<file path="src/rtl/rgblab_pkg.sv">
`default_nettype none

package rgblab_pkg;

    typedef struct packed {
        logic [7:0] red;
        logic [7:0] green;
        logic [7:0] blue;
    } t_pix_in;

    typedef struct packed {
        logic [7:0] lightness_code;
        logic [7:0] a_code;
        logic [7:0] b_code;
    } t_lab_out;

    localparam logic [15:0] CXR = 16'd27031;
    localparam logic [15:0] CXG = 16'd23434;
    localparam logic [15:0] CXB = 16'd11825;
    localparam logic [15:0] CYR = 16'd13938;
    localparam logic [15:0] CYG = 16'd46868;
    localparam logic [15:0] CYB = 16'd4730;
    localparam logic [15:0] CZR = 16'd1267;
    localparam logic [15:0] CZG = 16'd7811;
    localparam logic [15:0] CZB = 16'd62279;
    localparam logic [16:0] WHITE_X = 17'd68951;
    localparam logic [16:0] WHITE_Z = 17'd60189;

    localparam int ROOT_STEPS = 19;
    localparam logic [17:0] F_KNEE = 18'd581;
    localparam logic [63:0] LIN_DIV_M64 = ((64'd1 << 48) + 64'd115999) / 64'd116000;
    localparam logic [31:0] LIN_DIV_M = LIN_DIV_M64[31:0];
    localparam logic [63:0] L_DIV_M64 = ((64'd1 << 54) + 64'd6553599) / 64'd6553600;
    localparam logic [31:0] L_DIV_M = L_DIV_M64[31:0];

    typedef logic [15:0] t_lin_tab [0:255];

    function automatic logic [15:0] lin_entry(input int unsigned c);
        logic [63:0] s30;
        logic [63:0] s2;
        logic [63:0] r;
        logic [63:0] cand;
        logic [63:0] p2;
        logic [63:0] p4;
        logic [63:0] p5;
        logic [63:0] lin;
        logic [63:0] res;
        if (c <= 10) begin
            res = (64'(c) * 64'd6553600) / 64'd329460;
            return res[15:0];
        end
        s30 = ((64'd1000 * 64'(c) + 64'd14025) << 30) / 64'd269025;
        s2 = (s30 * s30) >> 30;
        r = 64'd0;
        for (int bit_i = 30; bit_i >= 0; bit_i--) begin
            cand = r | (64'd1 << bit_i);
            p2 = (cand * cand) >> 30;
            p4 = (p2 * p2) >> 30;
            p5 = (p4 * cand) >> 30;
            if (cand <= (64'd1 << 30) && p5 <= s2) begin
                r = cand;
            end
        end
        lin = (s2 * r) >> 30;
        res = (lin + 64'd8192) >> 14;
        return (res > 64'd65535) ? 16'hFFFF : res[15:0];
    endfunction

    function automatic t_lin_tab build_lin_tab();
        t_lin_tab tab;
        for (int c = 0; c < 256; c++) begin
            tab[c] = lin_entry(c);
        end
        return tab;
    endfunction

    localparam t_lin_tab LIN_TAB = build_lin_tab();

    function automatic logic [7:0] code_sat(input logic signed [27:0] n);
        if (n < 0) begin
            return 8'd0;
        end
        return (n[27:16] > 12'd255) ? 8'd255 : n[23:16];
    endfunction

endpackage

`default_nettype wire

</file>
<file path="src/rtl/rgblab_code.sv">
`default_nettype none

module rgblab_code
    import rgblab_pkg::*;
(
    input  wire logic        i_clk,
    input  wire logic        i_rst_n,
    input  wire logic        i_ce,
    input  wire logic        i_valid,
    input  wire logic [16:0] i_fx,
    input  wire logic [16:0] i_fy,
    input  wire logic [16:0] i_fz,
    output logic             o_valid,
    output t_lab_out         o_lab
);

    logic [2:0]         r_vld;
    logic               r_lneg0;
    logic               r_lneg1;
    logic [30:0]        r_numl;
    logic [62:0]        r_prodl;
    logic [7:0]         r_a0;
    logic [7:0]         r_b0;
    logic [7:0]         r_a1;
    logic [7:0]         r_b1;
    t_lab_out           r_lab;
    logic [23:0]        n_l116;
    logic [23:0]        n_lofs;
    logic signed [17:0] n_adiff;
    logic signed [17:0] n_bdiff;
    logic signed [27:0] n_anum;
    logic signed [27:0] n_bnum;
    logic [8:0]         n_lq;
    logic [7:0]         n_l;

    always_comb begin
        n_l116  = 24'(i_fy) * 24'd116;
        n_lofs  = n_l116 - 24'd1048576;
        n_adiff = $signed({1'b0, i_fx}) - $signed({1'b0, i_fy});
        n_bdiff = $signed({1'b0, i_fy}) - $signed({1'b0, i_fz});
        n_anum  = 28'(n_adiff) * 28'sd500 + 28'sd8388608;
        n_bnum  = 28'(n_bdiff) * 28'sd200 + 28'sd8388608;
        n_lq    = r_prodl[62:54];
        if (r_lneg1) begin
            n_l = 8'd0;
        end else if (n_lq > 9'd255) begin
            n_l = 8'd255;
        end else begin
            n_l = n_lq[7:0];
        end
    end

    always_ff @(posedge i_clk) begin
        if (!i_rst_n) begin
            r_vld <= '0;
        end else if (i_ce) begin
            r_vld <= {r_vld[1:0], i_valid};
        end
    end

    always_ff @(posedge i_clk) begin
        if (i_ce) begin
            r_lneg0 <= (n_l116 < 24'd1048576);
            r_numl  <= 31'(n_lofs) * 31'd255;
            r_a0    <= code_sat(n_anum);
            r_b0    <= code_sat(n_bnum);
            r_lneg1 <= r_lneg0;
            r_prodl <= 63'(r_numl) * 63'(L_DIV_M);
            r_a1    <= r_a0;
            r_b1    <= r_b0;
            r_lab.lightness_code <= n_l;
            r_lab.a_code         <= r_a1;
            r_lab.b_code         <= r_b1;
        end
    end

    assign o_valid = r_vld[2];
    assign o_lab   = r_lab;

endmodule

`default_nettype wire

</file>
<file path="config.mk">
export PLATFORM = sky130hd
export DESIGN_NAME = rgblab_code
export DESIGN_NICKNAME = d
export VERILOG_FILES = /design/src/rtl/rgblab_pkg.sv /design/src/rtl/rgblab_code.sv
export SDC_FILE = /design/constraint.sdc
export NUM_CORES = 1
export LEC_CHECK = 0
export BUFFER_PORTS_ARGS = -buffer_cell sky130_fd_sc_hd__clkbuf_2
export CAP_MARGIN = 5
export CORE_MARGIN = 2
export CORE_UTILIZATION = 30
export CTS_CLUSTER_SIZE = 16
export DETAILED_ROUTE_END_ITERATION = 8
export HOLD_SLACK_MARGIN = 0.03
export SLEW_MARGIN = 10
export SYNTH_ARGS = -nofsm -noshare
export SYNTH_HDL_FRONTEND = slang
export SYNTH_SLANG_ARGS = --single-unit
</file>
<file path="constraint.sdc">
create_clock -name i_clk -period 15.7 [get_ports i_clk]
set_input_delay 3.14 -clock i_clk [delete_from_list [all_inputs] [get_ports i_clk]]
set_output_delay 3.14 -clock i_clk [all_outputs]
set_load 0.02 [all_outputs]
</file>
# Word level (Yosys, flattened, before mapping)
# Index checks and enable logic that the tools add are counted.
[totals]
word_cells = 39
output_inout_bits = 25
regBits = 154
[op_classes]
n_addsub = 5
mul = 5
n_mux = 11
n_lt_le_gt_ge = 6
[op_table]
columns = ["cell", "n"]
rows = [
  ["$mul 31x31->62 const B", 1],
  ["$lt 28x1->1 const B", 2],
  ["$mux 8", 7],
  ["$sub 17x17->18", 2],
  ["$mul 24x8->31 const B", 1],
  ["$add 27x25->28 const B", 1],
  ["$add 28x25->28 const B", 1],
  ["$mul 18x8->26 const B", 1],
  ["$gt 12x8->1 const B", 2],
  ["$lt 24x21->1 const B", 1],
  ["$mul 18x6->24 const B", 1],
  ["$sub 24x21->24 const B", 1],
  ["$mul 17x5->22 const B", 1],
  ["$gt 9x8->1 const B", 1],
  ["$mux 1", 4],
]

# Logic depth before layout (Yosys ltp)
[depth]
word_depth = 7
depth_mapped = 36
mapped_depth_nobuf = 36

# Worst setup path before layout
# OpenSTA, ideal clock, no wires.
[synth_path]
kind = "input to register"
startpoint = "input port i_fy[1]"
endpoint = "register r_numl[30] (data pin)"
cell_stages = 33
slack_ns = 4.332
t_arrival_ns = 11.108
cell_sequence = "inv_1 -> fa_1 -> inv_1 -> ha_1 -> fa_1 -> ha_1 -> nor2b_1 -> o31a_1 -> o311ai_1 -> nand3_1 -> and2_1 -> and3_1 -> o21ai_1 -> nor2b_1 -> xnor2_1 -> inv_1 -> ha_1 -> xor2_2 -> inv_1 -> fa_1 -> inv_1 -> fa_1 -> inv_1 -> fa_1 -> fa_1 -> inv_1 -> ha_1 -> inv_1 -> or3_1 -> o311ai_0 -> a31o_2 -> a21oi_1 -> xnor2_1"
[synth_between]
elab_chain_cells = 3
[synth_lines]
columns = ["element", "line_no", "text"]
rows = [
  ["start: declaration", "rgblab_code.sv:11", "input wire logic [16:0] i_fy,"],
  ["$mul 17x5->22", "rgblab_code.sv:37", "n_l116 = 24'(i_fy) * 24'd116;"],
  ["$sub 24x21->24", "rgblab_code.sv:38", "n_lofs = n_l116 - 24'd1048576;"],
  ["$mul 24x8->31", "rgblab_code.sv:64", "r_numl <= 31'(n_lofs) * 31'd255;"],
  ["end signal: assignment", "rgblab_code.sv:64", ""],
  ["end: declaration", "rgblab_code.sv:20", "logic [30:0] r_numl;"],
]
# No other way between the ends.
# A chain may end at the register's enable or synchronous reset.

# Final worst setup path
# Ends and elaborated chain as after synthesis.

==> metrics.txt <==
Starting DRT DRC Count between 500 and 600; Tightest Hold Check Type reg -> reg; period utilization between 70% and 80%; clock sinks slightly below 100; reg2reg setup slack about 7.7 ns; Die W 319.0 um; WHS Endpoint o_lab[13]$_DFFE_PP_; Fillers ~10000; Async SR Flop Fraction 0%; Max Clock Freq 84.11 MHz; clk root buf clkbuf_16; Most Frequent Cell on Critical Path inv_1; r2r worst-path depth 21; Syn Std Cell Area around 0.03 mm2; initial antenna violation count 1; Port Buf Inserts between 70 and 80; Rows roughly 120; mux contribution to synthesized area 0.3446%; grt total ovfl 0; final wirelength ~64000 um; crit path max fanout 10; synth warn 0; Die Y roughly 320 um; CP peak stage delay around 0.54 ns; crit path kind in -> reg; I/O Pins 80; gr usage total a little over an eighth; Post-Syn Instances ~2900; Post-CTS Resized 0; slew margin rel. 26.89%; maximum buffer depth of the clock tree 2; xor and xnor area share after synthesis under 10%; main combinational cell family by area after synthesis adder cells; # setup viols final 0; Main synth FF type edfxtp_1; postcts setup bufs 0; Fin. Hold Viols 0; first-pass GRT wire length roughly 110000 um; # hold bufs at CTS 0; DIE AREA about 0.1 mm2; DRC violations left 0; core area slightly below 0.1 mm2; CP required 15.86 ns; reg2reg start r_numl[11]$_DFFE_PP_; Synth cell types a little over 80; setup TNS 0 ns; clk slew on worst S/H paths approximately 0.090 ns; Hold Path Origin r_a1[5]$_DFFE_PP_; initial core utilization between 30% and 40%; routed len/inst 14.80 um; hold depth 0; #FFs+latches synth between 90 and 100; DP HPWL 57120 um; Reg-to-Reg End r_prodl[62]$_DFFE_PP_; total number of vias 18861; post-synthesis sequential area ratio ~9.9%; Avg Cell Area, Syn 10.24 um2; CTS tree built; Layout area overhead 7.816%; Max Slew Vio Count 0; sequential cell area 0.002943 mm2; Slowest cell on crit path fa_1; Compound-Gate Fraction of Synth Area under 10%; Max Cap Viol 0; Simple-Gate Fraction of Synth Area under 10%; Synthesized Nets 4112; Multi-input gate area between 0.02 and 0.025 mm2; CP arrival 12.05 ns; Layout Nets 4202; RSZ-0062 raised after global routing false; Worst setup EP type flop; outcome completed; TritonCTS Buffers 9; Post-synth EDFFs 96; RD Place Congestion approximately 0.88; worst-skew pair later-pin latency around 0.40 ns; Routed Antenna Nets 0; First-pass DRT Iterations 5; CTS H-tree lvls 3; adder-cell share of the synthesized area between 60 and 70%; Slew @ Worst Pin 1.089 ns; Avg Vias per Cell 4.395; largest net degree at the start of global routing 63; Final Critical Period between 10 and 15 ns; vias in the first global route 20266; CP Launch Type input pin; Setup Skew approximately 0.026 ns; layout cells sized above 1 4.529%
-- through the flow --
stage	setup slack [ns]	instance area [um2]	hold slack, ns	utilization [%]	cells
2_1_floorplan	4.332	29770	0.4003	-	2908
3_3_place_gp	3.309	31810	0.4022	32.32	4274
3_5_place_dp	3.322	31810	0.4045	32.32	4274
4_1_cts	3.778	32100	0.4251	32.61	4290
5_1_grt	3.276	32100	0.4290	32.62	4291
6_report	3.810	32100	0.4240	32.62	4291
-- Yosys cell counts (8+ instances only) --
master,instances,area share (%)
and3_1,11,0.23
nor3_1,22,0.37
ha_1,603,25
o21a_1,23,0.58
a21oi_1,94,1.6
nand3_1,15,0.25
nand2b_1,14,0.29
o21bai_1,11,0.28
xnor2_1,94,2.8
edfxtp_1,96,9.7
a211oi_1,12,0.30
nor2b_1,16,0.34
fa_1,546,37
or2_2,8,0.17
o21ai_0,42,0.71
mux2i_1,8,0.27
inv_1,935,12
nand2_1,55,0.69
nor2_1,76,0.96
a21o_1,49,1.2
xor2_1,38,1.1
-- cell usage in the layout (no fill, tap or decap), types with 22 or more instances in the layout --
master    instances
inv_1           935
nor3_1           22
o21a_1           23
o21ai_0          42
ha_1            603
clkbuf_2         78
a21o_1           49
xnor2_1          94
nor2_1           76
fa_1            546
nand2_1          55
edfxtp_1         96
a21oi_1          94
xor2_1           38
-- flip-flops by register name (all words and copies together) (netlist names) --
name     count
o_lab       24
r_a1         8
r_lneg0      1
r_vld        3
r_prodl      9
r_a0         8
r_b1         8
r_lneg1      1
r_b0         8
r_numl      29
-- kinds of logic after synthesis --
| kind of cell | Yosys count |
|---|---|
| adder cells (fa/ha/maj) | 1152 |
| buffers and inverters | 942 |
| AO/OA/AOI/OAI | 320 |
| AND/OR/NAND/NOR | 251 |
| XOR/XNOR | 133 |
| flip-flops | 99 |
| multiplexers | 10 |
| other | 1 |
-- layout make-up --
type	instances	share of cell area (%)
multi-input combinational	1867	72.57
clock inverter	7	0.2027
inverter	935	10.93
clock buffer	9	0.7016
tap	1287	5.016
sequential	99	9.167
timing repair buffer	86	1.403
antenna	1	0.007795
-- worst max-delay path, delay by kind of cell --
family	cells	cell delay [ns]
AND/OR/NAND/NOR	6	1.26
AO/OA/AOI/OAI	6	1.49
XOR/XNOR	3	0.80
buffers and inverters	9	0.99
adder cells (fa/ha/maj)	10	4.32
-- worst max-delay path by stage --
stage / startpoint / end / slack, ns
5_1_grt: i_fy[1] / r_numl[30]$_DFFE_PP_ / 3.28
4_1_cts: i_fy[1] / r_numl[30]$_DFFE_PP_ / 3.78
2_1_floorplan: i_fy[1] / r_numl[30]$_DFFE_PP_ / 4.33
3_3_place_gp: i_fy[1] / r_numl[30]$_DFFE_PP_ / 3.31
6_report: i_fy[1] / r_numl[30]$_DFFE_PP_ / 3.81
3_5_place_dp: i_fy[1] / r_numl[30]$_DFFE_PP_ / 3.32
-- layer usage --
layer,vias up,GRT usage (%),wire (um)
li1,9264,-,-
met1,9323,17.56,29320
met2,231,22.50,31090
met3,43,1.797,2125
met4,0,2.589,981
met5,-,0,0
Power is not shown: default switching activity piles up to over one toggle a cycle in this logic, so the estimate is an artifact.
