--- config.mk ---
export PLATFORM = sky130hd
export DESIGN_NAME = rgblab_xyz
export DESIGN_NICKNAME = d
export VERILOG_FILES = /design/src/rtl/rgblab_pkg.sv /design/src/rtl/rgblab_xyz.sv
export SDC_FILE = /design/constraint.sdc
export NUM_CORES = 2
export LEC_CHECK = 0
export BUFFER_PORTS_ARGS = -buffer_cell sky130_fd_sc_hd__buf_2
export CAP_MARGIN = 0
export CORE_UTILIZATION = 55
export DETAILED_ROUTE_END_ITERATION = 7
export GPL_ROUTABILITY_DRIVEN = 1
export PLACE_DENSITY = 0.7
export SLEW_MARGIN = 15
export SYNTH_ARGS = -nofsm -noshare
export SYNTH_HDL_FRONTEND = slang
export SYNTH_SLANG_ARGS = --single-unit
--- constraint.sdc ---
create_clock -name i_clk -period 18.4 [get_ports i_clk]
set_input_delay 1.84 -clock i_clk [delete_from_list [all_inputs] [get_ports i_clk]]
set_output_delay 1.84 -clock i_clk [all_outputs]
set_load 0.02 [all_outputs]
--- src/rtl/rgblab_pkg.sv ---
`default_nettype none

package rgblab_pkg;

    typedef struct packed {
        logic [7:0] red;
        logic [7:0] green;
        logic [7:0] blue;
    } t_pix_in;

    typedef struct packed {
        logic [7:0] lightness_code;
        logic [7:0] a_code;
        logic [7:0] b_code;
    } t_lab_out;

    localparam logic [15:0] CXR = 16'd27031;
    localparam logic [15:0] CXG = 16'd23434;
    localparam logic [15:0] CXB = 16'd11825;
    localparam logic [15:0] CYR = 16'd13938;
    localparam logic [15:0] CYG = 16'd46868;
    localparam logic [15:0] CYB = 16'd4730;
    localparam logic [15:0] CZR = 16'd1267;
    localparam logic [15:0] CZG = 16'd7811;
    localparam logic [15:0] CZB = 16'd62279;
    localparam logic [16:0] WHITE_X = 17'd68951;
    localparam logic [16:0] WHITE_Z = 17'd60189;

    localparam int ROOT_STEPS = 19;
    localparam logic [17:0] F_KNEE = 18'd581;
    localparam logic [63:0] LIN_DIV_M64 = ((64'd1 << 48) + 64'd115999) / 64'd116000;
    localparam logic [31:0] LIN_DIV_M = LIN_DIV_M64[31:0];
    localparam logic [63:0] L_DIV_M64 = ((64'd1 << 54) + 64'd6553599) / 64'd6553600;
    localparam logic [31:0] L_DIV_M = L_DIV_M64[31:0];

    typedef logic [15:0] t_lin_tab [0:255];

    function automatic logic [15:0] lin_entry(input int unsigned c);
        logic [63:0] s30;
        logic [63:0] s2;
        logic [63:0] r;
        logic [63:0] cand;
        logic [63:0] p2;
        logic [63:0] p4;
        logic [63:0] p5;
        logic [63:0] lin;
        logic [63:0] res;
        if (c <= 10) begin
            res = (64'(c) * 64'd6553600) / 64'd329460;
            return res[15:0];
        end
        s30 = ((64'd1000 * 64'(c) + 64'd14025) << 30) / 64'd269025;
        s2 = (s30 * s30) >> 30;
        r = 64'd0;
        for (int bit_i = 30; bit_i >= 0; bit_i--) begin
            cand = r | (64'd1 << bit_i);
            p2 = (cand * cand) >> 30;
            p4 = (p2 * p2) >> 30;
            p5 = (p4 * cand) >> 30;
            if (cand <= (64'd1 << 30) && p5 <= s2) begin
                r = cand;
            end
        end
        lin = (s2 * r) >> 30;
        res = (lin + 64'd8192) >> 14;
        return (res > 64'd65535) ? 16'hFFFF : res[15:0];
    endfunction

    function automatic t_lin_tab build_lin_tab();
        t_lin_tab tab;
        for (int c = 0; c < 256; c++) begin
            tab[c] = lin_entry(c);
        end
        return tab;
    endfunction

    localparam t_lin_tab LIN_TAB = build_lin_tab();

    function automatic logic [7:0] code_sat(input logic signed [27:0] n);
        if (n < 0) begin
            return 8'd0;
        end
        return (n[27:16] > 12'd255) ? 8'd255 : n[23:16];
    endfunction

endpackage

`default_nettype wire

--- src/rtl/rgblab_xyz.sv ---
`default_nettype none

module rgblab_xyz
    import rgblab_pkg::*;
(
    input  wire logic        i_clk,
    input  wire logic        i_rst_n,
    input  wire logic        i_ce,
    input  wire logic        i_valid,
    input  wire t_pix_in     i_pix,
    output logic             o_valid,
    output logic [17:0]      o_tx,
    output logic [17:0]      o_ty,
    output logic [17:0]      o_tz
);

    logic [2:0]  r_vld;
    logic [15:0] r_lr;
    logic [15:0] r_lg;
    logic [15:0] r_lb;
    logic [16:0] r_x;
    logic [16:0] r_y;
    logic [16:0] r_z;
    logic [17:0] r_tx;
    logic [17:0] r_ty;
    logic [17:0] r_tz;
    logic [33:0] n_xs;
    logic [33:0] n_ys;
    logic [33:0] n_zs;
    logic [33:0] n_xw;
    logic [33:0] n_zw;

    always_comb begin
        n_xs = 34'(r_lr) * 34'(CXR) + 34'(r_lg) * 34'(CXG) + 34'(r_lb) * 34'(CXB) + 34'd32768;
        n_ys = 34'(r_lr) * 34'(CYR) + 34'(r_lg) * 34'(CYG) + 34'(r_lb) * 34'(CYB) + 34'd32768;
        n_zs = 34'(r_lr) * 34'(CZR) + 34'(r_lg) * 34'(CZG) + 34'(r_lb) * 34'(CZB) + 34'd32768;
        n_xw = 34'(r_x) * 34'(WHITE_X) + 34'd32768;
        n_zw = 34'(r_z) * 34'(WHITE_Z) + 34'd32768;
    end

    always_ff @(posedge i_clk) begin
        if (!i_rst_n) begin
            r_vld <= '0;
        end else if (i_ce) begin
            r_vld <= {r_vld[1:0], i_valid};
        end
    end

    always_ff @(posedge i_clk) begin
        if (i_ce) begin
            r_lr <= LIN_TAB[i_pix.red];
            r_lg <= LIN_TAB[i_pix.green];
            r_lb <= LIN_TAB[i_pix.blue];
            r_x  <= n_xs[32:16];
            r_y  <= n_ys[32:16];
            r_z  <= n_zs[32:16];
            r_tx <= n_xw[33:16];
            r_ty <= 18'(r_y);
            r_tz <= n_zw[33:16];
        end
    end

    assign o_valid = r_vld[2];
    assign o_tx    = r_tx;
    assign o_ty    = r_ty;
    assign o_tz    = r_tz;

endmodule

`default_nettype wire

**Word-level counts from Yosys, hierarchy flattened**

Memories as Yosys holds them, arrays and structs flattened. A register that Yosys moved wholly into a read port is not among the register bits.
Index checks and enable logic that the tools add are counted.

- Add/sub/neg operators: 11
- Multiply operators: 11
- Bitwise operators: 3

Operators by type and width:

| kind | count |
|---|---|
| $add 33x16->33 const B | 3 |
| $mul 16x14->30 const B | 3 |
| $add 30x32->33 | 2 |
| $mul 16x13->29 const B | 2 |
| $add 33x16->34 const B | 1 |
| $add 34x16->34 const B | 1 |
| $mul 17x17->34 const B | 1 |
| $add 32x30->33 | 1 |
| $add 33x29->33 | 1 |
| $mul 17x16->33 const B | 1 |
| $add 31x31->32 | 1 |
| $mul 16x16->32 const B | 1 |
| $mul 16x15->31 const B | 1 |
| $add 27x29->30 | 1 |
| $mul 16x12->28 const B | 1 |
| $mul 16x11->27 const B | 1 |
| $not 8->9 | 3 |

- Register bits after elaboration: 107
- Memory bits (read-only): 12,288
- Input bits: 28
- Output and inout bits: 55
- Logic and storage cells: 35
- Memories: 3

Memory list:

| memory | words | width | rd ports | clocked after memory_dff | wr ports | RTL line | text |
|---|---|---|---|---|---|---|---|
| (name not given) | 256 | 16 | 1 | 1 | 0 | rgblab_xyz.sv:53 | `r_lb <= LIN_TAB[i_pix.blue];` |
| (name not given) | 256 | 16 | 1 | 1 | 0 | rgblab_xyz.sv:52 | `r_lg <= LIN_TAB[i_pix.green];` |
| (name not given) | 256 | 16 | 1 | 1 | 0 | rgblab_xyz.sv:51 | `r_lr <= LIN_TAB[i_pix.red];` |

**Longest topological paths before layout**

- Word-level depth: 4
- Gate-level depth with buffers: 38
- Depth with buffers taken out: 38

**Worst setup path after synthesis**

OpenSTA, ideal clock, no wires.

- Path kind: register to register
- Start: register r_lg[6]
- End: register r_x[11] (data pin)
- Library setup time: 258 ps
- Arrival time: 9,511 ps
- Data required time: 18,142 ps
- Slack: 8,632 ps
- Cell stages (with the launch flop): 34
- Buffers on the path: 0
- Period minus slack after synthesis: 9,768 ps
- Path through: edfxtp_1 > ha_1 > fa_1 > inv_1 > fa_1 > inv_1 > fa_1 > fa_1 > fa_1 > ha_1 > inv_1 > o21ai_0 > xnor2_1 > fa_1 > fa_1 > inv_1 > fa_1 > inv_1 > fa_1 > fa_1 > inv_1 > fa_1 > inv_1 > fa_1 > inv_1 > ha_1 > nand4_1 > nor4_1 > a221oi_1 > o21ai_1 > a211oi_1 > o31ai_1 > a21oi_1 > xnor2_1

- Longest elaborated chain between the ends: 4

RTL lines:

| element | RTL line | text |
|---|---|---|
| start: declaration | rgblab_xyz.sv:19 | `logic [15:0] r_lg;` |
| $mul 16x14->30 | rgblab_xyz.sv:34 | `n_xs = 34'(r_lr) * 34'(CXR) + 34'(r_lg) * 34'(CXG) + 34'(r_lb) * 34'(CXB) + 34'd32768;` |
| $add 31x31->32 | rgblab_xyz.sv:34 |  |
| $add 32x30->33 | rgblab_xyz.sv:34 |  |
| $add 33x16->33 | rgblab_xyz.sv:34 |  |
| net n_xs[27] | rgblab_xyz.sv:27 | `logic [33:0] n_xs;` |
| end signal: assignment | rgblab_xyz.sv:54 | `r_x <= n_xs[32:16];` |
| end: declaration | rgblab_xyz.sv:21 | `logic [16:0] r_x;` |

The timed path passes the listed nets, and every way through them passes these cells.
A chain may end at the register's enable or synchronous reset.

**Worst setup path after layout**

- Start: register r_lg[4]
- End: register r_x[11] (data pin)

The elaborated chain is that of the path after synthesis.

==> summary.txt <==
Global route
  • Global-route wire length before repair: 305000 um
  • Global-route total usage across every layer: 34.6%
  • Largest net degree at the start of global routing: 102
  • Final global-route overflow total: 0
  • Number of global-route vias before repair: 51312
  • Antenna violations before repair: 1

Cells and area
  • Area taken by flip-flops and latches: 4620 um2
  • Final net count: 9036
  • Share of cells above drive strength 1: 3.54%
  • Inserted Diodes: 0
  • Synthesis-to-layout area growth: 3.77%
  • Multi-input gate area in the final layout: 50200 um2
  • Fillers: 10087

Placed design
  • IO Port Bufs: 81
  • Global placer's final weighted congestion: 1.03
  • HPWL reported at the end of detailed placement: 159000 um

Critical path
  • Critical path class: reg -> reg
  • Delay of the slowest cell on the worst path: 660 ps
  • Data arrival time of the worst path: 11330 ps
  • CP required: 18680 ps
  • Startpoint Class: register
  • Buffers and inverters on the worst path: 8
  • CP top delay family: adder cells
  • Cell type with the highest occurrence count on the critical path: sky130_fd_sc_hd__fa_1
  • Cell at the slowest stage of the critical path: sky130_fd_sc_hd__edfxtp_1
  • Critical path peak fanout: 8
  • Type of element capturing the critical path: register

STA
  • Number of setup violations in the final report: 0
  • Final hold violation count: 0
  • Portion of the clock cycle consumed by the worst path in the final layout: 60.1%
  • Highest attainable clock frequency: 0.0905 GHz
  • Clock Skew: 18.1 ps
  • Number of slew-limit violations in the final report: 0
  • Max-Slew Margin vs Limit: 11.4%
  • Setup Total Neg Slack: 0 ps
  • Post-route minimum period: 11050 ps
  • Pin slew with the least headroom to its limit: 1320 ps
  • Worst hold slack across all endpoints: 409 ps
  • Unrepaired setup endpoints after global routing: false

Logic synthesis
  • Synthesized area per cell: 8.84 um2
  • Compound-gate portion of the synthesized area: 15.6%
  • Number of enable-type register cells in the synthesized netlist: 152
  • Yosys top cell area share: 31.5%
  • Fraction of synthesized cell area in xor and xnor cells: 2.10%
  • Largest cells by area after synthesis: sky130_fd_sc_hd__fa_1, sky130_fd_sc_hd__ha_1, sky130_fd_sc_hd__inv_1
  • Share of synthesized cell area in full adder, half adder and majority cells: 54.1%
  • Seq/Total Area, Yosys: 7.44%
  • Cell type with the largest total area after synthesis: sky130_fd_sc_hd__fa_1
  • Top cells by instance count after synthesis: sky130_fd_sc_hd__inv_1, sky130_fd_sc_hd__ha_1, sky130_fd_sc_hd__fa_1
  • Post-synth ARST share: 0%
  • Synthesized net count: 9163
  • Portion of netlist area occupied by mux cells: 0.873%
  • Number of register bits inferred by synthesis: 155
  • Post-synth design cell area: 62200 um2
  • Unique cell type count in the Yosys netlist: 88
  • Predominant post-synthesis flop cell: sky130_fd_sc_hd__edfxtp_1
  • Largest family of logic cells by synthesized area: adder cells
  • Number of cells produced by synthesis: 7032
  • Fraction of the mapped netlist area in simple logic gates: 8.04%
  • Cell with the most instances after synthesis: sky130_fd_sc_hd__inv_1
  • Synth warn: 0

Die
  • Standard cell core area: 111000 um2
  • Site row count: 122
  • Vertical extent of the die: 338 um
  • # IOs: 83
  • Die Area: 114000 um2
  • Horizontal extent of the die: 338 um
  • Effective utilization at floorplan: 55.8%

Routing
  • DRT iter0 DRCs: 6274
  • Post-DRT Antenna Nets: 0
  • DRC violations left: 0
  • Total iterations of the first detailed-routing run: 7
  • Total wire length: 197000 um
  • Number of vias per cell after detailed routing: 6.09
  • Vias after detailed routing: 51187
  • Mean routed wirelength per cell: 23.4 um

Clocking
  • Number of buffers created by CTS: 17
  • CTS Buffer Depth: 2
  • Resized cells post-CTS: 0
  • TritonCTS clock tree: built
  • Clk sink count: 155
  • Post-CTS Hold Buffers: 0
  • Clock root buffer master: sky130_fd_sc_hd__clkbuf_16
  • Worst-skew pair later-pin latency: 530 ps
  • Post-CTS clock slew at the launch and capture registers of the worst setup and hold paths: 90 ps
  • Setup Buffers After CTS: 0
  • Max H-tree Level: 4

Run status
  • Status: complete, no violations

Worst hold path
  • Worst hold path class: reg -> reg

Job
  • MaxCap Viol Count: 0
[layout make-up]
type	instances	area share [%]
inverter	1642	9.55
clock buffer	17	0.659
timing repair buffer	160	1.59
clock inverter	15	0.332
sequential	155	7.17
multi-input combinational	4929	77.8
tap	1488	2.89
[flip-flops by register name, summed over array words and instances (netlist names)]
name	count
r_lg	16
r_lb	16
o_tz	18
r_y	17
r_z	17
o_ty	17
r_lr	16
o_tx	18
r_vld	3
r_x	17
[per-layer routing]
metal | GRT usage [%] | vias up | routed length, um
li1 | - | 23009 | -
met1 | 48.0 | 24948 | 81300
met2 | 53.7 | 2755 | 88400
met3 | 6.15 | 473 | 18900
met4 | 13.3 | 2 | 8370
met5 | 0 | - | 9
[worst paths after layout]
path	startpoint	end	slack, ps	depth (start not counted)
worst min-delay path	r_y[12]$_DFFE_PP_	o_ty[12]$_DFFE_PP_	410	0
worst max register to register	r_lg[4]$_DFFE_PP_	r_x[11]$_DFFE_PP_	7350	36
worst max-delay path	r_lg[4]$_DFFE_PP_	r_x[11]$_DFFE_PP_	7350	36
worst min register to register	r_y[12]$_DFFE_PP_	o_ty[12]$_DFFE_PP_	410	0
[placed cells by master (no fill, tap or decap), types with 83 or more instances in the layout]
master / instances
sky130_fd_sc_hd__a211oi_1: 104
sky130_fd_sc_hd__a21o_1: 87
sky130_fd_sc_hd__a21oi_1: 421
sky130_fd_sc_hd__buf_4: 88
sky130_fd_sc_hd__edfxtp_1: 152
sky130_fd_sc_hd__fa_1: 980
sky130_fd_sc_hd__ha_1: 1123
sky130_fd_sc_hd__inv_1: 1634
sky130_fd_sc_hd__nand2_1: 379
sky130_fd_sc_hd__nand3_1: 83
sky130_fd_sc_hd__nor2_1: 357
sky130_fd_sc_hd__o21ai_0: 392
sky130_fd_sc_hd__xnor2_1: 83
[metrics by stage]
step	setup slack [ps]	cells	area [um2]	utilization (%)
after floorplan	8630	7032	62200	-
final	7350	8406	64500	57.9
after global placement	7760	8374	63900	57.3
after global routing	6990	8406	64500	57.9
after CTS	7580	8406	64500	57.9
after detailed placement	7610	8374	63900	57.3
[kinds of logic after synthesis]
kind of cell	after synthesis
mux	34
simple gates	1115
compound gates	1527
flops	155
xor+xnor	149
fa+ha+maj	2103
buf+inv	1948
other cells	1
Power is not shown: default switching activity piles up to over one toggle a cycle in this logic, so the estimate is an artifact.
